--- config.mk ---
export PLATFORM = sky130hd
export DESIGN_NAME = cmoc_stage
export DESIGN_NICKNAME = d
export VERILOG_FILES = /design/src/rtl/core/cmoc_pkg.sv /design/src/rtl/core/cmoc_stage.sv
export SDC_FILE = /design/constraint.sdc
export NUM_CORES = 2
export LEC_CHECK = 0
export ABC_AREA = 1
export BUFFER_PORTS_ARGS = -buffer_cell sky130_fd_sc_hd__buf_2
export CAP_MARGIN = 20
export CORE_ASPECT_RATIO = 1.4
export CORE_UTILIZATION = 45
export DETAILED_ROUTE_END_ITERATION = 8
export PLACE_DENSITY_LB_ADDON = 0.2
export SLEW_MARGIN = 25
export SYNTH_ARGS = -nofsm -noshare
export SYNTH_HDL_FRONTEND = slang
export SYNTH_SLANG_ARGS = --single-unit
--- constraint.sdc ---
create_clock -name clk_i -period 1 [get_ports clk_i]
set_input_delay 0.2 -clock clk_i [delete_from_list [all_inputs] [get_ports clk_i]]
set_output_delay 0.2 -clock clk_i [all_outputs]
set_load 0.02 [all_outputs]
--- src/rtl/core/cmoc_pkg.sv ---
// shared constants, request/response types and pipeline stage type
// of the column-major offset checker; no dependencies
`default_nettype none

package cmoc_pkg;

  localparam int MAX_DIMS   = 10;
  localparam int INDEX_BITS = 16;

  localparam int FIELD_W    = 16;
  localparam int OFF_W      = 31;
  localparam int CFG_W      = 64;
  localparam int CFG_IDX_W  = 3;
  localparam int DIM_CNT_W  = 4;
  localparam int BOUND_REGS = 5;
  localparam int DIFF_W     = INDEX_BITS;
  localparam int EXT_W      = INDEX_BITS + 1;

  localparam logic [CFG_IDX_W-1:0] CFG_DIM_COUNT   = 3'd0;
  localparam logic [CFG_IDX_W-1:0] CFG_BOUNDS_BASE = 3'd1;

  typedef struct packed {
    logic signed [FIELD_W-1:0] subscript_0;
    logic signed [FIELD_W-1:0] subscript_1;
    logic signed [FIELD_W-1:0] subscript_2;
    logic signed [FIELD_W-1:0] subscript_3;
    logic signed [FIELD_W-1:0] subscript_4;
    logic signed [FIELD_W-1:0] subscript_5;
    logic signed [FIELD_W-1:0] subscript_6;
    logic signed [FIELD_W-1:0] subscript_7;
    logic signed [FIELD_W-1:0] subscript_8;
    logic signed [FIELD_W-1:0] subscript_9;
  } in_req_t;

  typedef struct packed {
    logic [OFF_W-1:0] offset;
    logic             error;
  } out_rsp_t;

  typedef struct packed {
    logic [MAX_DIMS-1:0][INDEX_BITS-1:0] subs;
    logic [OFF_W-1:0]                    mult;
    logic                                big;
    logic [OFF_W-1:0]                    loc;
    logic                                err;
  } stage_t;

  function automatic logic [INDEX_BITS-1:0] sub_of(input in_req_t r, input int k);
    logic [INDEX_BITS-1:0] s;
    unique case (k)
      0:       s = r.subscript_0[INDEX_BITS-1:0];
      1:       s = r.subscript_1[INDEX_BITS-1:0];
      2:       s = r.subscript_2[INDEX_BITS-1:0];
      3:       s = r.subscript_3[INDEX_BITS-1:0];
      4:       s = r.subscript_4[INDEX_BITS-1:0];
      5:       s = r.subscript_5[INDEX_BITS-1:0];
      6:       s = r.subscript_6[INDEX_BITS-1:0];
      7:       s = r.subscript_7[INDEX_BITS-1:0];
      8:       s = r.subscript_8[INDEX_BITS-1:0];
      9:       s = r.subscript_9[INDEX_BITS-1:0];
      default: s = '0;
    endcase
    return s;
  endfunction

endpackage

`default_nettype wire

--- src/rtl/core/cmoc_stage.sv ---
// one dimension step of the offset pipeline: bounds check, offset
// accumulate and stride update, followed by the stage register; uses cmoc_pkg
`default_nettype none

module cmoc_stage import cmoc_pkg::*; (
  input  logic                  clk_i,
  input  logic                  rst_ni,
  input  logic                  en_i,
  input  logic                  valid_i,
  input  logic                  active_i,
  input  stage_t                st_i,
  input  logic [INDEX_BITS-1:0] sub_i,
  input  logic [INDEX_BITS-1:0] lo_i,
  input  logic [INDEX_BITS-1:0] hi_i,
  output logic                  valid_o,
  output stage_t                st_o
);

  localparam int PROD_W = DIFF_W + OFF_W;
  localparam int MULT_W = EXT_W + OFF_W;

  logic signed [INDEX_BITS:0] sx, lx, hx, dsub, dhl;
  logic [DIFF_W-1:0]          diff;
  logic [EXT_W-1:0]           ext;
  logic [PROD_W-1:0]          prod;
  logic [PROD_W:0]            sum;
  logic [MULT_W-1:0]          mprod;
  logic                       bad_ord, out_rng, ovf, step_err;
  logic                       valid_q;
  stage_t                     st_d, st_q;

  assign sx   = {sub_i[INDEX_BITS-1], sub_i};
  assign lx   = {lo_i[INDEX_BITS-1], lo_i};
  assign hx   = {hi_i[INDEX_BITS-1], hi_i};
  assign dsub = sx - lx;
  assign dhl  = hx - lx;
  assign diff = dsub[DIFF_W-1:0];
  assign ext  = {1'b0, dhl[INDEX_BITS-1:0]} + EXT_W'(1);

  assign bad_ord = lx > hx;
  assign out_rng = (sx < lx) || (sx > hx);

  assign prod  = {{OFF_W{1'b0}}, diff} * {{DIFF_W{1'b0}}, st_i.mult};
  assign sum   = {1'b0, prod} + {{(PROD_W + 1 - OFF_W){1'b0}}, st_i.loc};
  assign ovf   = (|sum[PROD_W:OFF_W]) || (st_i.big && (|diff));
  assign mprod = {{OFF_W{1'b0}}, ext} * {{EXT_W{1'b0}}, st_i.mult};

  assign step_err = bad_ord || out_rng || ovf;

  always_comb begin
    st_d = st_i;
    if (active_i && !st_i.err) begin
      st_d.loc  = sum[OFF_W-1:0];
      st_d.mult = mprod[OFF_W-1:0];
      st_d.big  = st_i.big || (|mprod[MULT_W-1:OFF_W]);
      st_d.err  = step_err;
    end
  end

  always_ff @(posedge clk_i or negedge rst_ni) begin
    if (!rst_ni) begin
      valid_q <= 1'b0;
    end else if (en_i) begin
      valid_q <= valid_i;
    end
  end

  always_ff @(posedge clk_i) begin
    if (en_i) begin
      st_q <= st_d;
    end
  end

  assign valid_o = valid_q;
  assign st_o    = st_q;

endmodule

`default_nettype wire

==> qor.yml <==
logic_synthesis:
  synth_compound_area_share_pct: 3.59
  postSynthAreaPerCell_um2: 8.22
  synthFlopType: "edfxtp_1"
  synth_top_family_by_area: "adder cells"
  synth_edf_count: 224
  ys_types: 47
  synth_xor_area_share_pct: 1.30
  yosys.area_share.simple_pct: 19.0
  yosysWarnings: 0
  synthMostInstantiatedCell: "inv_1"
  async_flop_share_pct: 0.444
  muxShareOfSynthArea_pct: 0.0254
  yosysTopAreaCellShare_pct: 39.4
  synth_area_leader_cell: "fa_1"
  syn_inst: 5390
  yosysSeqAreaShare_pct: 15.2
  synthAdderAreaFrac_pct: 47.8
  netlist_area_um2: 44300
  synthTopCellsByArea: "fa_1, edfxtp_1, inv_1"
  synthTopCellsByCount: "inv_1, nand2_1, fa_1"
  synthesis.nets: 6835
  synth-seq-cells: 225
drt:
  viasPerCell: 5.05
  drc: 0
  finalWirelength_mm: 159
  drt_iter0_drc: 2529
  detail-route-antenna-nets: 0
  drtPass1Iterations: 7
  wl_per_cell_um: 19.7
  vias: 40576
cells_and_area:
  area_growth_pct: 38.7
  fin_nets: 8166
  postLayoutCellArea_um2: 61400
  drive_gt1_share_pct: 31.0
  n_fill_cell: 8278
outcome:
  violations: "setup timing"
  status: "finished, violations left"
clocking:
  cts_buffers: 21
  clk_latency_ns: 0.54
  cts_tree: "done"
  clock_path_buffers: 3
  clk_pin_slew_ns: 0.09
  cts_root_buf: "clkbuf_16"
  ctsHtreeMaxLevel: 1
  cts.sinks: 225
sta:
  fin_skew_ns: 0
  tns_ns: -364.82
  hold_violations: 0
  post-route-period-util_pct: 726
  rsz0062_at_grt: "yes"
  setup_ws_ns: -6.26
  slew_violations: 0
  whs_ns: 0.0229
  finalWorstPathRequiredPeriod_ns: 7.26
  finalSetupViolations: 288
  fmax_mhz: 138
  slew_headroom_pct: 64.4
  tightestPinTransition_ns: 0.528
die:
  boundaryPins: 502
  die_area_um2: 99700
  rows: 135
  die_x_um: 267
  die_h_um: 373
  initial_core_util_pct: 45.6
  core-area_um2: 97100
place:
  gp_congestion: 0.972
  dp_hpwl_mm: 132
  post_dp_cell_area_um2: 55600
  port_buffers: 501
hold_path:
  hold_path.class: "in2reg"
critical_path:
  critPathLaunchType: "input pin"
  crit_top_cell: "fa_1"
  worstPathArrival_ns: 7.59
  critical_path_required_ns: 1.33
  critPathMaxFanout: 13
  critical_path_class: "in2reg"
  critPathMaxStageDelay_ns: 0.57
  cp_slowest_cell: "fa_1"
  endpoint_kind: "flip-flop"
global_routing:
  antenna_found_initial: 5
  grt_pass1_vias: 42880
  grt_max_degree: 52
  grt_usage_pct: 31.9
  grt_pass1_wl_mm: 239
  overflow: 0
run:
  drv_cap: 0
-- cells by family after synthesis --
group                      count (synthesis)
adders and majority gates               1168
and+or+nand+nor                         2112
xor gates and xnor gates                  63
AOI/OAI and AO/OA                        290
buffers and inverters                   1531
DFF                                      225
muxes                                      1
-- critical path: cells and delay by family --
kind                       cells  cell delay, ns
AOI/OAI and AO/OA              3            0.56
and+or+nand+nor               20            2.27
adders and majority gates     10            3.98
buffers and inverters          6            0.57
-- routing by layer --
metal	global-route usage [%]	vias up	wire (um)
li1	-	18491	-
met1	36.1	20092	57200
met2	57.0	1548	80400
met3	4.05	439	9630
met4	18.6	6	11200
met5	0	-	45
-- sequential cells by signal, summed over array words and instances, names as in the netlist --
| signal | flops |
|---|---|
| st_o | 224 |
| valid_o | 1 |
-- final cells by class --
type / instances / area, um^2 / area share, %
multi-input combinational: 3634 / 35400 / 57.7
timing repair buffer: 1497 / 11800 / 19.2
sequential: 225 / 6750 / 11.0
inverter: 1340 / 5120 / 8.34
tap: 1301 / 1630 / 2.65
clock buffer: 22 / 529 / 0.862
clock inverter: 15 / 111 / 0.181
timing repair inverter: 2 / 12.5 / 0.0204
antenna: 1 / 2.50 / 0.00407
-- path summary, 6_finish.rpt --
path                           from  endpoint  slack [ns]  cells past startpoint
max                         hi_i[0]  st_o[32]       -6.26                     39
min                        st_i[25]  st_o[25]        0.02                      3
max reg2reg                 valid_o   valid_o        0.22                      1
min reg2reg                 valid_o   valid_o        0.56                      1
max in group asynchronous    rst_ni   valid_o        0.89                      2
min in group asynchronous    rst_ni   valid_o        0.03                      2
-- layout by cell type, fill, tap and decap left out, types with 50 or more instances in the layout --
master            n
buf_6            70
nand2_2         159
nor2_4           50
inv_1          1254
nor2_2           51
buf_12           75
dlygate4sd3_1   169
buf_4           685
nand2_1        1071
nor2_1          494
ha_4             85
edfxtp_1        224
inv_2            63
fa_1            839
buf_2           479
ha_1            205
nand3_1         102
a21oi_1          70
-- through the flow --
step	std cells	utilization [%]	setup WS, ns
final	8037	63.2	-6.26
after floorplan	5390	-	-6.03
after CTS	7992	61.6	-6.07
after global routing	8037	63.2	-6.57
after detailed placement	7759	57.2	-6.87
after global placement	7759	57.2	-6.81
-- what timing repair did --
action,4_1_cts,5_1_grt
hold endpoints to repair,170,0
gates cloned,4,3
hold buffers,169,0
pin swaps,151,271
setup endpoints to repair,288,288
setup buffers,33,54
resized for setup,392,350
Power is not shown: default switching activity piles up to over one toggle a cycle in this logic, so the estimate is an artifact.
